===== config.mk =====
export PLATFORM = sky130hd
export DESIGN_NAME = orb_back
export DESIGN_NICKNAME = d
export VERILOG_FILES = /design/src/rtl/core/orb_pkg.sv /design/src/rtl/core/orb_back.sv
export SDC_FILE = /design/constraint.sdc
export NUM_CORES = 1
export LEC_CHECK = 0
export CORE_MARGIN = 2
export CORE_UTILIZATION = 57
export DETAILED_ROUTE_END_ITERATION = 8
export DONT_BUFFER_PORTS = 1
export PLACE_DENSITY = 0.85
export RECOVER_POWER = 25
export SLEW_MARGIN = 20
export SYNTH_ARGS = -nofsm -noshare
export SYNTH_HDL_FRONTEND = slang
export SYNTH_SLANG_ARGS = --single-unit

===== constraint.sdc =====
create_clock -name clk_i -period 3.9 [get_ports clk_i]
set_clock_uncertainty 0.1 [all_clocks]
set_input_delay 0.585 -clock clk_i [delete_from_list [all_inputs] [get_ports clk_i]]
set_output_delay 0.585 -clock clk_i [all_outputs]
set_load 0.005 [all_outputs]

===== src/rtl/core/orb_pkg.sv =====
`default_nettype none

package orb_pkg;

  localparam int CAPACITY_DEF    = 256;
  localparam int RECORD_BITS_DEF = 64;
  localparam int DATA_W          = 64;
  localparam int RES_DEPTH       = 4;

  typedef enum logic [1:0] {
    OP_PUSH  = 2'd0,
    OP_READ  = 2'd1,
    OP_DROP  = 2'd2,
    OP_CLEAR = 2'd3
  } op_e;

  typedef struct packed {
    op_e               opcode;
    logic [DATA_W-1:0] record_data;
    logic [7:0]        position;
    logic [8:0]        drop_request;
  } in_item_t;

  typedef struct packed {
    logic              found;
    logic [DATA_W-1:0] read_data;
    logic [8:0]        dropped_now;
    logic [8:0]        fill_count;
    logic [31:0]       lost_total;
  } out_item_t;

  // front to back: one transaction whose memory access is in flight
  typedef struct packed {
    logic        valid;
    logic        found;
    logic [8:0]  dropped_now;
    logic [8:0]  fill_count;
    logic [31:0] lost_total;
  } stage_t;

endpackage

`default_nettype wire


===== src/rtl/core/orb_back.sv =====
`default_nettype none

module orb_back #(
  parameter int RECORD_BITS = orb_pkg::RECORD_BITS_DEF
) (
  input  wire logic                   clk_i,
  input  wire logic                   rst_ni,
  input  wire orb_pkg::stage_t        stage_i,
  input  wire logic [RECORD_BITS-1:0] ram_rdata_i,
  input  wire logic                   pop,
  output logic                        full_o,
  output logic                        empty_o,
  output orb_pkg::out_item_t          out_item_o
);

  localparam int PW = $clog2(orb_pkg::RES_DEPTH);
  localparam int NW = $clog2(orb_pkg::RES_DEPTH + 1);

  orb_pkg::out_item_t fifo_q [orb_pkg::RES_DEPTH];
  orb_pkg::out_item_t entry;
  logic [PW-1:0]      wr_ptr_q, rd_ptr_q;
  logic [NW-1:0]      cnt_q;
  logic               do_push, do_pop;

  assign do_push = stage_i.valid;
  assign do_pop  = pop & (cnt_q != '0);
  assign empty_o = (cnt_q == '0);
  // in-flight transaction holds a slot
  assign full_o  = ({1'b0, cnt_q} + (NW + 1)'(stage_i.valid))
                   >= (NW + 1)'(orb_pkg::RES_DEPTH);

  always_comb begin
    entry.found       = stage_i.found;
    entry.read_data   = stage_i.found ? orb_pkg::DATA_W'(ram_rdata_i) : '0;
    entry.dropped_now = stage_i.dropped_now;
    entry.fill_count  = stage_i.fill_count;
    entry.lost_total  = stage_i.lost_total;
  end

  always_ff @(posedge clk_i) begin
    if (do_push) begin
      fifo_q[wr_ptr_q] <= entry;
    end
  end

  always_ff @(posedge clk_i or negedge rst_ni) begin
    if (!rst_ni) begin
      wr_ptr_q <= '0;
      rd_ptr_q <= '0;
      cnt_q    <= '0;
    end else begin
      if (do_push) begin
        wr_ptr_q <= (wr_ptr_q == PW'(orb_pkg::RES_DEPTH - 1)) ? '0 : wr_ptr_q + PW'(1);
      end
      if (do_pop) begin
        rd_ptr_q <= (rd_ptr_q == PW'(orb_pkg::RES_DEPTH - 1)) ? '0 : rd_ptr_q + PW'(1);
      end
      if (do_push && !do_pop) begin
        cnt_q <= cnt_q + NW'(1);
      end else if (!do_push && do_pop) begin
        cnt_q <= cnt_q - NW'(1);
      end
    end
  end

  assign out_item_o = fifo_q[rd_ptr_q];

endmodule

`default_nettype wire


* After elaboration in Yosys (flattened, before gate mapping)
Memories as Yosys holds them, arrays and structs flattened.
Index checks and enable logic that the tools add are counted.
** Word-level totals
- Bits in registers :: 7
- Memory bits (writable) :: 460
- Input port bits :: 119
- Output and inout bits :: 117
- Logic and storage cells :: 27
- Memories :: 1
** Operators by class
- $add $sub $neg :: 5
- Magnitude comparators :: 1
- Equal/unequal tests :: 2
- Muxes and demuxes :: 7
- Bitwise logic cells :: 1
- Reductions and logical operators :: 7
** Memories
- fifo_q :: depth 4, bits a word 115, rd ports 1, clocked after Yosys merged registers in 0, write ports 1, line orb_back.sv:19 : orb_pkg::out_item_t fifo_q [orb_pkg::RES_DEPTH];
** Operators by type and width (count)
- $mux 64 :: 1
- $mux 3 :: 2
- $add 2x1->2 const B :: 2
- $add 3x1->4 :: 1
- $eq 2x2->1 const B :: 2
- $ge 4x3->1 const B :: 1
- $mux 2 :: 2
- $add 3x1->3 const B :: 1
- $logic_not 3->1 :: 1
- $reduce_bool 3->1 :: 1
- $sub 3x1->3 const B :: 1
- $logic_and 1x1->1 :: 2
- $logic_not 1->1 :: 2
- $mux 1 :: 2
- $reduce_bool 2->1 :: 1
- $and 1x1->1 :: 1

* Longest topological paths before layout
Gate-level depths: netlist of run 1.
- Depth after elaboration :: 5
- Mapped depth :: 7
- Depth with buffers taken out :: 7

* Worst setup path before layout of run 1
OpenSTA, ideal clock, no wires.
- Path kind :: register -> register
- From :: register wr_ptr_q[0]
- To :: memory fifo_q[2][0] in the netlist's numbering (enable)
- Library setup time :: 487 ps
- Arrival time :: 3270 ps
- Path slack :: 43 ps
- Stages on the path, launching flop included :: 4
- Path buffers :: 0
- Clock period less this slack :: 3857 ps
- Path through :: dfrtp_1 > inv_1 > ha_1 > and2_1
** RTL lines
- start: declaration :: line orb_back.sv:21 : logic [PW-1:0] wr_ptr_q, rd_ptr_q;
- start signal: assignment :: line orb_back.sv:53 : wr_ptr_q <= (wr_ptr_q == PW'(orb_pkg::RES_DEPTH - 1)) ? '0 : wr_ptr_q + PW'(1);
- end: declaration :: line orb_back.sv:19
Straight into the memory's write port.

==> run_results.csv, run 1 <==
group,metric,value,unit
floorplan,die_x,179,um
place,dp_slack,1.45,ns
final_layout,post-route-cell-area,19300,sq um
setup_path,critPathMaxStageDelay,0.64,ns
final_layout,areaGrowthSynthToFinish,11.1,%
setup_path,rr_startpoint,"cnt_q[0]$_DFFE_PN0P_",
clocking,ctsHoldBuffers,1,
floorplan,start_util,58.2,%
setup_path,start_kind,"flip-flop",
power,power_frac_comb,22.4,%
routing,drt-initial-drc-count,588,
grt,met3_usage,7.32,%
sta,rsz0062_at_grt,"false",
power,power_switching_share,26.2,%
grt,grtUsageMet2,32.5,%
routing,drt-total-wl,30400,um
sta,finalCriticalPeriod,2.88,ns
logic_synthesis,synth_cells,708,
sta,tns,0,ns
clocking,post_cts_buffers,0,
worst_hold_path,hold_path_depth,0,
routing,drc,0,
grt,grt_max_degree,74,
setup_path,crit_fanout,73,
sta,finalSetupViolCount,0,
place,gp_congestion,0.726,
grt,grt-ovfl-total,0,
logic_synthesis,netlist_area,17400,sq um
routing,wl_per_cell,26.2,um
setup_path,endpoint_kind,"primary output",
place,port_buffers,0,
clocking,ctsResizeCount,0,
clocking,cts-root-buf,"clkbuf_16",
setup_path,r2r_end,"cnt_q[2]$_DFFE_PN0P_",
logic_synthesis,syn_nets,834,
setup_path,rr_worst_depth,7,
floorplan,fp.dieArea,31900,sq um
power,p_int,10.3,mW
sta,tightest_slew,0.837,ns
setup_path,worstPathCellList,"buf_12, mux4_2",
power,ir_drop,628,uV
final_layout,layout_commonest_cell,"edfxtp_1",
worst_hold_path,hold-path-endpoint,"fifo_q[1][31]$_DFFE_PP_",
worst_hold_path,hold_path_class,"primary input to flip-flop",
place,place_area,17900,sq um
clocking,clk_pin_slew,0.06,ns
clocking,cts_tree,"built",
run,cap_violations,0,
setup_path,cp.arrival,2.19,ns
final_layout,multi_input_area,3230,sq um
setup_path,rrSetupSlack,1.47,ns
logic_synthesis,ys_types,21,
clocking,h-tree-depth,2,
power,power.leakage,6.12,nW
place,place_hpwl,18300,um
logic_synthesis,synthArstFlopShare,1.50,%
sta,fin_ws,1.02,ns
power,p_seq_share,48.1,%
grt,antenna_found_initial,4,
power,p_sw,3.64,mW
power,p_per_area,721,nW/um^2
routing,first_pass_iters,4,
final_layout,regArea,14000,sq um
grt,grt_util_met1,24.7,%
sta,finalHoldViolCount,0,
logic_synthesis,yosys_warnings,0,
clocking,clk_latency,0.53,ns
power,clock_power_share,29.6,%
outcome,status,"completed",
sta,period_share,73.8,%
floorplan,core,29900,sq um
routing,via_count,7112,
setup_path,crit_type,"flip-flop to primary output",
worst_hold_path,min_from,"stage_i[31]",
logic_synthesis,ys_ff_latch,467,
setup_path,required,3.21,ns
routing,ant_nets,0,
clocking,cts_buffer_depth,3,
floorplan,io_pins,236,
final_layout,final_cell_mix,"edfxtp_1, mux4_2, and2_1",
clocking,cts.sinks,467,
grt,grt_pass1_vias,7654,
final_layout,nets,860,
logic_synthesis,synth-edff-count,460,
grt,grt_pass1_wl,46000,um
setup_path,critPathSlowestCell,"mux4_2",
sta,max_clock_freq,347,MHz
clocking,cts_buffers,45,
sta,maxSlewHeadroom,44.2,%
final_layout,n_fill_cell,1816,
routing,via_per_inst,6.14,
floorplan,dieHeight,179,um
floorplan,row_count,63,
final_layout,drive_gt1_share,25.2,%
sta,slew_viol_final,0,
grt,track_usage,19.5,%
logic_synthesis,synth.avg_cell_area,24.6,sq um
logic_synthesis,yosysSeqAreaShare,80.4,%
logic_synthesis,synth_flop_cell,"edfxtp_1",
grt,top_usage_layer,"met2",
[registers in the layout, summed over array words and instances, names as in the netlist]
signal and cells:
cnt_q 3, wr_ptr_q 2, fifo_q 460, rd_ptr_q 2
[synthesized netlist by cell type (2+ instances only)]
master,count,share of area [%]
buf_2,14,0.40
nor2_1,2,0.043
nor3_1,2,0.058
and2_1,68,2.4
buf_6,5,0.32
mux2_2,2,0.13
mux4_2,115,15
clkbuf_1,12,0.26
inv_1,3,0.065
xor2_1,2,0.10
edfxtp_1,460,79
o21ai_0,2,0.058
nand2_1,2,0.043
dfrtp_1,7,1.0
ha_1,6,0.43
[layer usage]
layer,share of wire [%],wire [um]
met1,38,11600
met2,51,15400
met3,9.6,2920
met4,1.4,429
met5,0.13,41
[kinds of logic after synthesis]
kind of cell               count (synthesis)  synth area share [%]
buffers and inverters                     35                  1.09
muxes                                    117                  15.0
adders and majority gates                  7                 0.547
xor gates and xnor gates                   3                 0.151
DFF                                      467                  80.4
AOI/OAI and AO/OA                          5                 0.194
and+or+nand+nor                           74                  2.59
[stage by stage]
stage / cells / total power [mW] / utilization, % / hold slack (ns)
global route: 1157 / 14.5 / 64.7 / 0.00917
floorplan: 708 / 9.22 / - / 0.189
detailed placement: 1076 / 9.99 / 59.9 / 0.190
finish: 1158 / 13.9 / 64.7 / 0.0396
global placement: 1076 / 9.84 / 59.9 / 0.190
CTS: 1157 / 14.1 / 64.7 / 0.0160
[critical path: cells and delay by family (launching register included)]
family | cells | cell delay, ns
mux | 1 | 0.64
flops | 1 | 0.44
buf+inv | 1 | 0.36
[cell type report]
cell class,instances,area share (%)
sequential,467,72.4
antenna,1,0.0130
clock inverter,18,0.725
multi-input combinational,206,16.7
timing repair buffer,11,0.894
clock buffer,62,6.64
inverter,3,0.0583
tap,390,2.53
[worst max path at each step]
stage | start | to | slack, ns | cells past startpoint
6_report | rd_ptr_q[0]$_DFFE_PN0P_ | out_item_o[3] | 1.02 | 2
5_1_grt | rd_ptr_q[0]$_DFFE_PN0P_ | out_item_o[3] | 0.91 | 2
4_1_cts | rd_ptr_q[0]$_DFFE_PN0P_ | out_item_o[35] | 1.01 | 2
3_5_place_dp | cnt_q[0]$_DFFE_PN0P_ | cnt_q[2]$_DFFE_PN0P_ | 1.45 | 7
3_3_place_gp | rd_ptr_q[0]$_DFFE_PN0P_ | out_item_o[47] | 1.61 | 2
2_1_floorplan | wr_ptr_q[0]$_DFFE_PN0P_ | fifo_q[2][0]$_DFFE_PP_ | 0.04 | 3
[power by group through the flow]
stage                     logic (mW)  clock network [mW]  registers (mW)
after global routing            3.37                4.40            6.76
final                           3.11                4.12            6.69
after floorplan                 2.46                   0            6.76
after detailed placement        3.19                   0            6.80
after global placement          3.13                   0            6.71
after CTS                       3.21                4.20            6.70
Power figures use the tool's default switching activity.
==> run 2, diff against run 1 <==
--- a/config.mk
+++ b/config.mk
@@ -5,6 +5,7 @@
 export SDC_FILE = /design/constraint.sdc
 export NUM_CORES = 1
 export LEC_CHECK = 0
+export ABC_AREA = 1
 export CORE_MARGIN = 2
 export CORE_UTILIZATION = 57
 export DETAILED_ROUTE_END_ITERATION = 8
==> constraint.sdc (replaced) <==
create_clock -name clk_i -period 2.4 [get_ports clk_i]
set_clock_uncertainty 0.1 [all_clocks]
set_input_delay 0.36 -clock clk_i [delete_from_list [all_inputs] [get_ports clk_i]]
set_output_delay 0.36 -clock clk_i [all_outputs]
set_load 0.005 [all_outputs]
==> run_results.csv, run 2 <==
group,metric,value,unit
floorplan,io_pins,236,
logic_synthesis,synth_simple_gate_area_share,8.67,%
grt,grt-ovfl-total,0,
setup_path,endpoint_kind,"primary output",
sta,max_clock_freq,428,MHz
grt,met3_usage,6.64,%
routing,drt-initial-drc-count,1327,
clocking,cts_buffer_depth,3,
floorplan,core,32700,sq um
run,cap_violations,0,
final_layout,top_regs,"fifo_q (460), cnt_q (3)",
grt,grt_max_degree,144,
logic_synthesis,synth.avg_cell_area,12.4,sq um
routing,first_pass_iters,5,
grt,grtUsageMet2,44.5,%
logic_synthesis,yosysSeqAreaShare,73.6,%
grt,track_usage,25.3,%
logic_synthesis,synth_flop_cell,"edfxtp_1",
setup_path,critPathMaxStageDelay,0.54,ns
outcome,status,"completed",
final_layout,layout_commonest_cell,"edfxtp_1",
grt,grt_util_met1,30.6,%
logic_synthesis,ys_top_cells_by_area,"edfxtp_1, o211ai_1, nand2_1",
routing,wl_per_cell,21.5,um
logic_synthesis,netlist_area,19000,sq um
logic_synthesis,synth_cells,1534,
floorplan,die_x,187,um
final_layout,regArea,14000,sq um
final_layout,final-instance-count-excl-fill,2141,
clocking,h-tree-depth,2,
sta,fin_ws,0.0631,ns
setup_path,crit_fanout,36,
floorplan,row_count,66,
power,ir_drop,877,uV
power,power.leakage,9.04,nW
logic_synthesis,synth-edff-count,460,
place,place_area,19800,sq um
place,place_hpwl,24500,um
routing,via_count,12100,
place,dp_slack,0.414,ns
logic_synthesis,synth_fa_ha_area_share,0.500,%
grt,grt_pass1_vias,12500,
setup_path,crit_type,"flip-flop to primary output",
logic_synthesis,synth_top_area_cell,"edfxtp_1",
logic_synthesis,synth_top_area_share,72.7,%
logic_synthesis,ys_types,17,
logic_synthesis,synth_mux_area_share,0,%
power,p_per_area,1140,nW/um^2
setup_path,critPathSlowestCell,"dfrtp_4",
logic_synthesis,synth_top_family_by_area,"compound AO/OA/AOI/OAI gates",
place,port_buffers,0,
final_layout,largest_reg_flops,460,
clocking,cts_buffers,46,
clocking,cts_tree,"built",
sta,finalHoldViolCount,0,
clocking,clk_pin_slew,0.06,ns
routing,ant_nets,0,
logic_synthesis,synth_common_cells,"edfxtp_1, nand2_1, inv_1",
worst_hold_path,hold_path_class,"primary input to flip-flop",
logic_synthesis,synthArstFlopShare,1.50,%
final_layout,multi_input_area,3510,sq um
sta,finalCriticalPeriod,2.34,ns
clocking,cts-root-buf,"clkbuf_16",
setup_path,start_kind,"flip-flop",
final_layout,drive_gt1_share,7.66,%
clocking,clk_latency,0.53,ns
logic_synthesis,synth-compound-area-share,9.13,%
logic_synthesis,syn_nets,1660,
sta,period_share,97.4,%
setup_path,required,1.94,ns
logic_synthesis,synth.most_common_cell,"edfxtp_1",
sta,maxSlewHeadroom,3.69,%
final_layout,areaGrowthSynthToFinish,19.1,%
place,placed_cells,1932,
sta,hold_slack,0.0254,ns
routing,drt-total-wl,46000,um
clocking,cts.sinks,467,
sta,tightest_slew,1.44,ns
final_layout,final_cell_mix,"edfxtp_1, nand2_1, inv_1",
logic_synthesis,ys_ff_latch,467,
sta,finalSetupViolCount,0,
final_layout,top_register,"fifo_q",
setup_path,cp.arrival,1.88,ns
floorplan,start_util,58.1,%
routing,via_per_inst,5.64,
logic_synthesis,yosys_warnings,0,
place,gp_congestion,0.770,
final_layout,post-route-cell-area,22700,sq um
final_layout,n_fill_cell,2014,
routing,drc,0,
floorplan,fp.dieArea,34800,sq um
final_layout,nets,1787,
logic_synthesis,synth_xor_area_share,0.0461,%
sta,slew_viol_final,0,
grt,top_usage_layer,"met2",
grt,grt_pass1_wl,68600,um
grt,antenna_found_initial,2,
floorplan,dieHeight,187,um
setup_path,worstPathCellList,"buf_12, buf_16, o211ai_1, nand2_1",
## run 2: cell types whose count changed after synthesis, moves of 35 or more
cell,delta
mux4_2,-115
o211ai_1,+230
buf_2,+35
nand2_1,+427
inv_1,+302
and2_1,-68
## run 2: path summary, 6_finish.rpt
path / startpoint / endpoint / slack, ns / cells past startpoint
min: ram_rdata_i[43] / fifo_q[1][93]$_DFFE_PP_ / 0.03 / 2
max: rd_ptr_q[0]$_DFFE_PN0P_ / out_item_o[88] / 0.06 / 4
max in group asynchronous: rst_ni / rd_ptr_q[0]$_DFFE_PN0P_ / 1.78 / 1
max reg2reg: cnt_q[0]$_DFFE_PN0P_ / cnt_q[2]$_DFFE_PN0P_ / 0.39 / 11
min reg2reg: cnt_q[2]$_DFFE_PN0P_ / cnt_q[2]$_DFFE_PN0P_ / 0.39 / 2
min in group asynchronous: rst_ni / cnt_q[0]$_DFFE_PN0P_ / 0.09 / 1
## run 2: critical path, delay by kind of cell, from the launching register on
family / cells / cell delay (ns)
flops: 1 / 0.54
buf+inv: 2 / 0.33
compound gates: 1 / 0.27
simple gates: 1 / 0.16
## run 2: cell families (layout without fill, tap and decap cells)
family / count (synthesis) / count (layout)
compound gates: 232 / 232
flops: 467 / 467
xor+xnor: 1 / 1
buf+inv: 390 / 553
simple gates: 437 / 437
fa+ha+maj: 7 / 7
other cells: 0 / 2
## run 2: power breakdown
part / switching, mW / internal, mW
registers: 0.438 / 10.5
clock network: 2.91 / 3.85
logic: 5.45 / 2.67
total: 8.80 / 17.0
## run 2: layer usage
metal	vias to the layer above	wire (um)
li1	5468	-
met1	5867	16500
met2	654	23800
met3	93	4550
met4	0	1130
met5	-	0
## run 2: cell type report
class                   instances  share of cell area (%)
clock buffers                  66                    5.70
repair buffers                163                    8.87
diodes                          2                  0.0221
flip-flops and latches        467                    61.8
inverters                     306                    5.16
clock inverters                18                   0.519
well taps                     442                    2.44
multi-input cells             677                    15.5
## run 2: stage by stage
step	TNS, ns	total power, mW	utilization (%)
2_1_floorplan	-205.42	15.9	-
3_3_place_gp	0	17.7	60.7
3_5_place_dp	0	18.1	60.7
4_1_cts	0	25.1	68.6
5_1_grt	-0.00394	27.0	69.3
6_report	0	25.8	69.3
## run 2: what timing repair did
action | CTS | global route
resized for setup | 5 | 5
cloned | 0 | 7
endpoints found under the setup margin | 28 | 73
pin swaps | 0 | 9
endpoints found under the hold margin | 450 | 0
setup buffers | 1 | 2
hold buffers | 113 | 0
