`src/rtl/core/orb_pkg.sv`:
```
`default_nettype none

package orb_pkg;

  localparam int CAPACITY_DEF    = 256;
  localparam int RECORD_BITS_DEF = 64;
  localparam int DATA_W          = 64;
  localparam int RES_DEPTH       = 4;

  typedef enum logic [1:0] {
    OP_PUSH  = 2'd0,
    OP_READ  = 2'd1,
    OP_DROP  = 2'd2,
    OP_CLEAR = 2'd3
  } op_e;

  typedef struct packed {
    op_e               opcode;
    logic [DATA_W-1:0] record_data;
    logic [7:0]        position;
    logic [8:0]        drop_request;
  } in_item_t;

  typedef struct packed {
    logic              found;
    logic [DATA_W-1:0] read_data;
    logic [8:0]        dropped_now;
    logic [8:0]        fill_count;
    logic [31:0]       lost_total;
  } out_item_t;

  // front to back: one transaction whose memory access is in flight
  typedef struct packed {
    logic        valid;
    logic        found;
    logic [8:0]  dropped_now;
    logic [8:0]  fill_count;
    logic [31:0] lost_total;
  } stage_t;

endpackage

`default_nettype wire

```
`src/rtl/core/orb_front.sv`:
```
`default_nettype none

module orb_front #(
  parameter int CAPACITY    = orb_pkg::CAPACITY_DEF,
  parameter int RECORD_BITS = orb_pkg::RECORD_BITS_DEF
) (
  input  wire logic                        clk_i,
  input  wire logic                        rst_ni,
  input  wire logic                        push,
  input  wire logic                        full_i,
  input  wire orb_pkg::in_item_t           in_item_i,
  output logic                             ram_we_o,
  output logic                             ram_re_o,
  output logic [$clog2(CAPACITY)-1:0]      ram_addr_o,
  output logic [RECORD_BITS-1:0]           ram_wdata_o,
  output orb_pkg::stage_t                  stage_o
);

  localparam int AW = $clog2(CAPACITY);
  localparam int CW = $clog2(CAPACITY + 1);
  localparam int SW = ((CW > 9) ? CW : 9) + 1;

  logic [AW-1:0]   head_q, head_d;
  logic [CW-1:0]   count_q, count_d;
  logic [31:0]     lost_q, lost_d;
  orb_pkg::stage_t stage_q, stage_d;

  logic            item_accept;
  logic            is_full;
  logic            found;
  logic [SW-1:0]   head_ext, count_ext, pos_ext, req_ext, drop_n, dropped;

  function automatic logic [AW-1:0] wrap(input logic [SW-1:0] s);
    logic [SW-1:0] r;
    r = (s >= SW'(CAPACITY)) ? (s - SW'(CAPACITY)) : s;
    return r[AW-1:0];
  endfunction

  assign item_accept = push & ~full_i;
  assign is_full     = (count_q == CW'(CAPACITY));
  assign head_ext    = SW'(head_q);
  assign count_ext   = SW'(count_q);
  assign pos_ext     = SW'(in_item_i.position);
  assign req_ext     = SW'(in_item_i.drop_request);
  assign drop_n      = (req_ext < count_ext) ? req_ext : count_ext;
  assign ram_wdata_o = in_item_i.record_data[RECORD_BITS-1:0];

  always_comb begin
    head_d     = head_q;
    count_d    = count_q;
    lost_d     = lost_q;
    ram_we_o   = 1'b0;
    ram_re_o   = 1'b0;
    ram_addr_o = head_q;
    found      = 1'b0;
    dropped    = '0;
    if (item_accept) begin
      unique case (in_item_i.opcode)
        orb_pkg::OP_PUSH: begin
          ram_we_o = 1'b1;
          if (!is_full) begin
            ram_addr_o = wrap(head_ext + count_ext);
            count_d    = count_q + CW'(1);
          end else begin
            head_d = wrap(head_ext + SW'(1));
            lost_d = lost_q + 32'd1;
          end
        end
        orb_pkg::OP_READ: begin
          if (pos_ext < count_ext) begin
            found      = 1'b1;
            ram_re_o   = 1'b1;
            ram_addr_o = wrap(head_ext + pos_ext);
          end
        end
        orb_pkg::OP_DROP: begin
          head_d  = wrap(head_ext + drop_n);
          count_d = count_q - drop_n[CW-1:0];
          dropped = drop_n;
        end
        orb_pkg::OP_CLEAR: begin
          head_d  = '0;
          count_d = '0;
          lost_d  = '0;
        end
      endcase
    end
    stage_d.valid       = item_accept;
    stage_d.found       = found;
    stage_d.dropped_now = dropped[8:0];
    stage_d.fill_count  = 9'(count_d);
    stage_d.lost_total  = lost_d;
  end

  always_ff @(posedge clk_i or negedge rst_ni) begin
    if (!rst_ni) begin
      head_q  <= '0;
      count_q <= '0;
      lost_q  <= '0;
      stage_q <= '0;
    end else begin
      head_q  <= head_d;
      count_q <= count_d;
      lost_q  <= lost_d;
      stage_q <= stage_d;
    end
  end

  assign stage_o = stage_q;

endmodule

`default_nettype wire

```
`config.mk`:
```
export PLATFORM = sky130hd
export DESIGN_NAME = orb_front
export DESIGN_NICKNAME = d
export VERILOG_FILES = /design/src/rtl/core/orb_pkg.sv /design/src/rtl/core/orb_front.sv
export SDC_FILE = /design/constraint.sdc
export NUM_CORES = 1
export LEC_CHECK = 0
export ABC_AREA = 1
export BUFFER_PORTS_ARGS = -buffer_cell sky130_fd_sc_hd__buf_2
export CAP_MARGIN = 15
export CORE_MARGIN = 2
export CORE_UTILIZATION = 55
export DETAILED_ROUTE_END_ITERATION = 6
export GPL_TIMING_DRIVEN = 0
export PLACE_DENSITY = 0.95
export SLEW_MARGIN = 20
export SYNTH_ARGS = -nofsm -noshare
export SYNTH_HDL_FRONTEND = slang
export SYNTH_SLANG_ARGS = --single-unit
```
`constraint.sdc`:
```
create_clock -name clk_i -period 9.1 [get_ports clk_i]
set_clock_uncertainty 0.15 [all_clocks]
set_input_delay 0 -clock clk_i [delete_from_list [all_inputs] [get_ports clk_i]]
set_output_delay 0 -clock clk_i [all_outputs]
set_load 0.01 [all_outputs]
```
== Word-level counts from Yosys, hierarchy flattened ==
Index checks and enable logic that the tools add are counted.
Operators by class
  add/subtract/negate cells: 11
  magnitude comparators: 6
  eq/ne operators: 6
  multiplexer cells: 22
  bitwise operators: 2
  reduce and logical (&&, ||, !) cells: 6
Operators with widths (count)
  $mux W8: 8
  $pmux W32 S2: 1
  $mux W9: 4
  $add A32 B1 Y32 const B: 1
  $mux W32: 1
  $sub A8 B1 Y8 const B: 4
  $pmux W9 S3: 1
  $pmux W8 S3: 1
  $add A8 B9 Y10: 2
  $ge A10 B9 Y1 const B: 2
  $ge A9 B9 Y1 const B: 2
  $pmux W8 S2: 1
  $add A8 B1 Y9 const B: 1
  $add A8 B8 Y9: 1
  $add A9 B1 Y9 const B: 1
  $eq A9 B9 Y1 const B: 1
  $lt A8 B9 Y1: 1
  $lt A9 B9 Y1: 1
  $reduce_and A3 Y1: 3
  $sub A9 B9 Y9: 1
  $mux W1: 5
  $eq A2 B2 Y1 const B: 2
  $ne A2 B2 Y1 const B: 2
  $reduce_bool A3 Y1: 1
  other kinds (5): 5
Word-level totals
  flip-flop bits (word level): 60
  input bits: 87
  output and inout port bits: 126
  logic and storage cells: 59

== Logic depth before layout (Yosys ltp) ==
Gate-level depths: netlist of run 1.
  depth in word-level cells: 6
  gate-level depth with buffers: 23
  gate-level depth less buffers: 22

== Worst setup path after synthesis of run 1 ==
OpenSTA, ideal clock, no wires.
  kind: register -> register
  start point: reg stage_o[33] (netlist name)
  end point: reg stage_q, in the netlist stage_o[38]
  library setup time: 127 ps
  arrival: 3090 ps
  required time: 8823 ps
  path slack: 5733 ps
  cell stages (with the launch flop): 18
  path buffers: 1
  period minus slack after synthesis: 3367 ps
  path through: dfrtp_1 inv_1 ha_1 nand2_1 nor2_1 nand3_1 nand3_2 buf_6 o21ai_0 nand2_1 ha_1 fa_1 o21ai_0 a21oi_1 o21bai_1 nand2_1 nand2_1 o22ai_1
RTL lines
  end signal, assigned: line orb_front.sv:105  | stage_q <= stage_d;
  end, declared: line orb_front.sv:26  | orb_pkg::stage_t stage_q, stage_d;

==> results of run 1 <==
layout by cell type (no fill, tap or decap), drive strengths merged, types with 27 or more instances in the layout:
cell   count
a21oi     39
buf      220
dfrtp     60
ha        45
inv      103
nand2    191
nand3     50
nand4     27
nor2      81
o21ai     50
state kept, by name, indices dropped and copies added (netlist names):
signal / count
head_q: 8
stage_o: 52
repair_timing:
action,4_1_cts,5_1_grt
endpoints found under the hold margin,69,0
endpoints found under the setup margin,0,0
hold buffers,11,0
final cells by class:
cell class                 count  area [µm²]  share of cell area
clock inverter                 5        52.6             0.00753
buffer                        77         559              0.0801
timing repair buffer         159         853               0.122
multi-input combinational    580        3320               0.476
sequential                    60        1500               0.215
inverter                     103         387              0.0554
clock buffer                  10         138              0.0197
tap                          136         170              0.0244
worst max path at each step:
stage,startpoint,endpoint,cells after the start
after floorplan,stage_o[33],stage_o[38],17
after global placement,stage_o[33],stage_o[38],17
after detailed placement,stage_o[33],stage_o[38],17
after CTS,stage_o[33],stage_o[38],17
after global routing,stage_o[34],stage_o[38],19
final,stage_o[34],stage_o[38],19
power by group:
group,switching (mW),internal (mW),total (mW)
clock network,0.108,0.131,0.239
logic,0.563,0.353,0.916
registers,0.105,0.333,0.438
layer usage:
metal	routed length (µm)	track usage	vias up
met2	8040	0.504	367
met3	1700	0.0582	63
met1	6500	0.371	2792
li1	-	-	2989
met5	0	0	-
met4	629	0.149	0
logic make-up (layout without fill, tap and decap cells):
logic type	after synthesis	after routing
compound gates	118	118
xor+xnor	27	27
fa+ha+maj	49	49
buf+inv	180	354
flops	60	60
simple gates	386	386
worst register-to-register path, delay by kind of cell (launching register included):
family,cells,cell delay (ns)
flip-flops,1,0.50
adder cells (fa/ha/maj),3,0.99
buffers and inverters,2,0.43
AND/OR/NAND/NOR,9,0.90
AO/OA/AOI/OAI,5,0.98
metrics by stage:
| step | cell area (µm²) | worst slack (ns) | total power, mW |
|---|---|---|---|
| 2_1_floorplan | 5770 | 5.73 | 1.07 |
| 5_1_grt | 6980 | 4.67 | 1.73 |
| 3_3_place_gp | 6680 | 5.20 | 1.30 |
| 3_5_place_dp | 6680 | 5.13 | 1.34 |
| 6_report | 6980 | 5.02 | 1.59 |
| 4_1_cts | 6980 | 5.11 | 1.58 |
==> results_dict.tcl, run 1 <==
set metrics [dict create \
    overflow 0 \
    routabilityCongestion 0.990 \
    ff2ff_path_depth 19 \
    synth_nets 956 \
    io_buffers 148 \
    finalSetupViolations 0 \
    critical-path-top-delay-family "adder cells" \
    synthMostInstantiatedCell "nand2_1" \
    synth_area_leaders "dfrtp_1, nand2_1, ha_1" \
    first_pass_iters 5 \
    slew_headroom 0.480 \
    p_leak_nw 3.69 \
    async_reset_ff_frac 1.00 \
    rsz0062_at_grt "false" \
    synthToLayoutAreaGrowth_pct 21.0 \
    crit_path_cell_trace "inv_1 -> ha_1 -> nand2_1 -> nand2_1 -> nand2_1 -> nand2_1 -> nand2_1 -> nand3_2 -> buf_6 -> o21ai_0 -> nand2_1 -> ha_1 -> fa_1 -> o21ai_0 -> a21oi_1 -> o21bai_1 -> nand2_1 -> nand2_1 -> o22ai_1" \
    grt_pass1_wl_um 27200 \
    synth-compound-area-share 0.120 \
    hp-class "in2out" \
    synth_common_cells "nand2_1, inv_1, nor2_1" \
    synth_cell_types 39 \
    num_rows 37 \
    die_h_um 106 \
    slew_violations 0 \
    nets 1126 \
    first_global_vias 5903 \
    layout-drive-gt1-share 0.280 \
    core_area_um2 10200 \
    diodes 0 \
    syn_inst 820 \
    die_w_um 106 \
    synth_seq_cells 60 \
    instances_no_fill 1130 \
    cts_resized 0 \
    synth_top_area_frac 0.260 \
    drtIter0Drc 448 \
    clock_latency_ns 0.34 \
    grt_start_max_net_pins 61 \
    viasPerCell 5.50 \
    die_area_um2 11300 \
    cts_buffer_depth 2 \
    hpwl_um 13500 \
    whs_path_depth 2 \
    whs_ns 0.0327 \
    cts_tree "yes" \
    clkSinkCount 60 \
    timing.final.crit_share 0.448 \
    fill_cells 921 \
    power_density_nw_per_um2 228 \
    synthXorXnorAreaFrac 0.0410 \
    cp.arrival_ns 4.15 \
    r2r-end "stage_o[38]" \
    synthMuxAreaShare 0 \
    cap_violations 0 \
    cp_common_cell "nand2_1" \
    root_buffer "clkbuf_8" \
    crit_required_ns 9.17 \
    drcViolationCount 0 \
    antenna_found_initial 0 \
    drt-total-wl_um 16900 \
    status "finished clean" \
    crit_type "reg2reg" \
    critical-path-max-stage-delay_ns 0.50 \
    r2r-start "stage_o[34]" \
    placed_cells 1104 \
    cp-start-kind "register" \
    vias 6211 \
    cts_buffers 9 \
    grt_usage 0.302 \
    hold_end "ram_wdata_o[6]" \
    yosysSeqAreaShare 0.260 \
    ios 213 \
    start_util 0.564 \
    synth_fa_ha_area_frac 0.111 \
    hold_viol 0 \
    wl_per_cell_um 14.9 \
    tightest_slew_ns 0.779 \
    fin_crit_ns 4.08 \
    cp_max_fo 10 \
    synth_top_cell_by_area "dfrtp_1" \
    regToRegSetupSlack_ns 5.02 \
    post-cts-setup-buffers 0 \
    hold_start "in_item_i[23]" \
    ctsHtreeMaxLevel 3 \
    fmax_ghz 0.245 \
    clk_pin_slew_worst_paths_ns 0.07 \
    synth_edf_count 0 \
    synth_warnings 0 \
    post-route-util 0.682 \
    crit_slowest_cell "dfrtp_1" \
    netlist_area_um2 5770 \
    cp_num_buf_inv 2 \
    syn_avg_cell_area_um2 7.03 \
    cp-end-kind "register" \
    synth_top_family_by_area "simple AND/OR/NAND/NOR gates" \
    tns_ns 0 \
    yosys.area_share.simple 0.304 \
    synthFlopType "dfrtp_1" \
    ant_nets 0 \
    peakVddDrop_mv 0.188 \
]
No activity file was read; power rests on OpenSTA's default activity.
==> inputs of run 2 (changes only) <==
--- a/config.mk
+++ b/config.mk
@@ -5,14 +5,14 @@
 export SDC_FILE = /design/constraint.sdc
 export NUM_CORES = 1
 export LEC_CHECK = 0
-export ABC_AREA = 1
+export ABC_AREA = 0
 export BUFFER_PORTS_ARGS = -buffer_cell sky130_fd_sc_hd__buf_2
 export CAP_MARGIN = 15
 export CORE_MARGIN = 2
-export CORE_UTILIZATION = 55
+export CORE_UTILIZATION = 45
 export DETAILED_ROUTE_END_ITERATION = 6
 export GPL_TIMING_DRIVEN = 0
-export PLACE_DENSITY = 0.95
+export PLACE_DENSITY = 0.85
 export SLEW_MARGIN = 20
 export SYNTH_ARGS = -nofsm -noshare
 export SYNTH_HDL_FRONTEND = slang
==> constraint.sdc (replaced) <==
create_clock -name clk_i -period 3.6 [get_ports clk_i]
set_clock_uncertainty 0.15 [all_clocks]
set_input_delay 0 -clock clk_i [delete_from_list [all_inputs] [get_ports clk_i]]
set_output_delay 0 -clock clk_i [all_outputs]
set_load 0.01 [all_outputs]
==> run 2 against run 1 <==
  * The run now ends with negative hold slack, negative setup slack left
  * Flip-flop and latch count unchanged
  * Clock power rose to 4.0 times the previous value
  * First-iteration DRC count grew 19%
  * Wire length down 1.7%
  * Sequential power increased by 120%
  * Setup slack got worse by 5.1 ns
  * Global-route usage shrank 4.9 points
  * Die area rose by 10%
  * Critical endpoint is now head_q[7]
==> results_dict.tcl, run 2 <==
set metrics [dict create \
    crit_required_ns 3.66 \
    cp.arrival_ns 3.75 \
    cp_num_buf_inv 4 \
    finalSetupViolations 2 \
    ios 213 \
    crit_path_cell_trace "inv_4 -> ha_4 -> nor4_4 -> o21ai_2 -> a31oi_4 -> buf_6 -> buf_8 -> nor2_4 -> a21oi_2 -> nand2_2 -> ha_4 -> a21oi_4 -> o211ai_1 -> o41ai_2 -> buf_4 -> mux2i_2 -> nor3_1 -> or3_1" \
    core_area_um2 11400 \
    slew_headroom 0.480 \
    cp_max_fo 8 \
    largest_reg_flops 52 \
    fin_ws_ns -0.0865 \
    ctsHtreeMaxLevel 3 \
    rsz0062_at_grt "true" \
    first_global_vias 5290 \
    die_h_um 112 \
    nets 951 \
    crit_slowest_cell "dfrtp_2" \
    drcViolationCount 0 \
    die_area_um2 12500 \
    critical-path-max-stage-delay_ns 0.39 \
    first_pass_iters 5 \
    place_ws_ns -0.686 \
    grt_usage 0.253 \
    peakVddDrop_mv 0.477 \
    wl_per_cell_um 17.2 \
    met2_length_um 8370 \
    crit_start "stage_o[33]" \
    diodes 0 \
    start_util 0.459 \
    async_reset_ff_frac 1.00 \
    fin_crit_ns 3.69 \
    io_buffers 147 \
    synth_seq_cells 60 \
    status "finished with violations" \
    grt_start_max_net_pins 61 \
    die_w_um 112 \
    hpwl_um 11100 \
    clock_latency_ns 0.34 \
    critical-path-top-delay-family "compound AO/OA/AOI/OAI gates" \
    synth_cell_types 68 \
    synth_top_cell_by_area "dfrtp_1" \
    synth_edf_count 0 \
    syn_inst 606 \
    layout-drive-gt1-share 0.417 \
    grt_pass1_wl_um 25700 \
    synth_area_leaders "dfrtp_1, ha_1, buf_4" \
    power_density_nw_per_um2 645 \
    whs_ns -0.00140 \
    syn_avg_cell_area_um2 8.61 \
    netlist_area_um2 5220 \
    clk_pin_slew_worst_paths_ns 0.06 \
    antenna_found_initial 0 \
    num_rows 39 \
    cp-start-kind "register" \
    vias 5406 \
    final_common_cell "buf_2" \
    synthToLayoutAreaGrowth_pct 37.8 \
    hp-class "in2reg" \
    wl_met3_um 1390 \
    violations "negative hold slack, negative setup slack" \
    cp-end-kind "register" \
    drt-total-wl_um 16600 \
    root_buffer "clkbuf_16" \
    synthFlopType "dfrtp_1" \
    viasPerCell 5.61 \
    top_layer_used "met4" \
    routabilityCongestion 0.904 \
    cts_buffers 9 \
    hold_start "full_i" \
    p_leak_nw 3.58 \
    wl_met1_um 6200 \
    tightest_slew_ns 0.779 \
    synth_common_cells "nor2_1, buf_4, dfrtp_1" \
    hold_viol 1 \
    cts_buffer_depth 2 \
    cap_violations 0 \
    synthMostInstantiatedCell "nor2_1" \
    drtIter0Drc 531 \
    ant_nets 0 \
    synth_top_area_frac 0.288 \
    layout_common_cells "buf_2, buf_4, nor2_1" \
    r2r-start "stage_o[33]" \
    cts_tree "yes" \
    fmax_ghz 0.271 \
    synth_nets 742 \
    timing.final.crit_share 1.02 \
    cp_common_cell "ha_4" \
    yosysSeqAreaShare 0.288 \
    overflow 0 \
    clkSinkCount 60 \
    crit_type "reg2reg" \
    synth_warnings 0 \
    slew_violations 0 \
]
run 2: repair_timing:
action,in CTS,in global routing
setup endpoints to repair,8,7
hold buffers,14,0
pin swaps,11,10
buffers inserted,31,7
endpoints found under the hold margin,73,0
resized for setup,35,27
run 2: path summary, 6_finish.rpt:
check                         endpoint  slack (ns)  depth (start not counted)
setup / recovery             head_q[7]       -0.09                         18
hold / removal               head_q[5]      -0.001                          4
setup reg to reg             head_q[7]       -0.09                         18
hold reg to reg            stage_o[26]        0.41                          2
max in group asynchronous  stage_o[37]        2.60                          2
min in group asynchronous  stage_o[15]        0.13                          2
run 2: per-layer routing:
| layer | vias to the layer above | global-route usage |
|---|---|---|
| met5 | - | 0 |
| met4 | 0 | 0.113 |
| met3 | 57 | 0.0474 |
| met2 | 303 | 0.444 |
| met1 | 2537 | 0.301 |
| li1 | 2509 | - |
run 2: cell type report:
type | instances | area, µm²
Sequential cell | 60 | 1510
Buffer | 78 | 554
Tap cell | 143 | 179
Timing Repair Buffer | 198 | 1160
Inverter | 22 | 85.1
Fill cell | 897 | 4180
Multi-Input combinational cell | 446 | 3370
Clock buffer | 9 | 225
Clock inverter | 7 | 98.8
run 2: worst register-to-register path: cells and delay by family (launching register included):
family                     cells  cell delay, ns
muxes                          1            0.23
adders and majority gates      2            0.39
AOI/OAI and AO/OA              6            0.99
DFF                            1            0.39
buffers and inverters          4            0.54
and+or+nand+nor                5            0.88
run 2: cells by family after synthesis:
group                      count (synthesis)  share of synthesized area
adders and majority gates                 49                      0.123
muxes                                      7                     0.0139
and+or+nand+nor                          215                      0.219
xor gates and xnor gates                  42                     0.0705
DFF                                       60                      0.288
buffers and inverters                    100                      0.119
AOI/OAI and AO/OA                        133                      0.166
run 2: through the flow:
step                instance area (µm²)  TNS [ns]  total power, mW  utilization  std cells
floorplan                          5260         0             2.38            -        606
global placement                   6170     -2.06             2.89        0.543        896
CTS                                7010   -0.0283             4.34        0.616        957
finish                             7190    -0.170             4.64        0.632        963
global route                       7190    -0.586             4.90        0.632        963
detailed placement                 6180     -2.49             2.95        0.543        896
run 2: where the power goes:
part           leakage [nW]  internal, mW  total, mW  switching, mW
combinational          2.62          1.28       2.74           1.46
clock                 0.156         0.609      0.955          0.346
sequential            0.801         0.779      0.944          0.164
total                  3.58          2.66       4.64           1.97
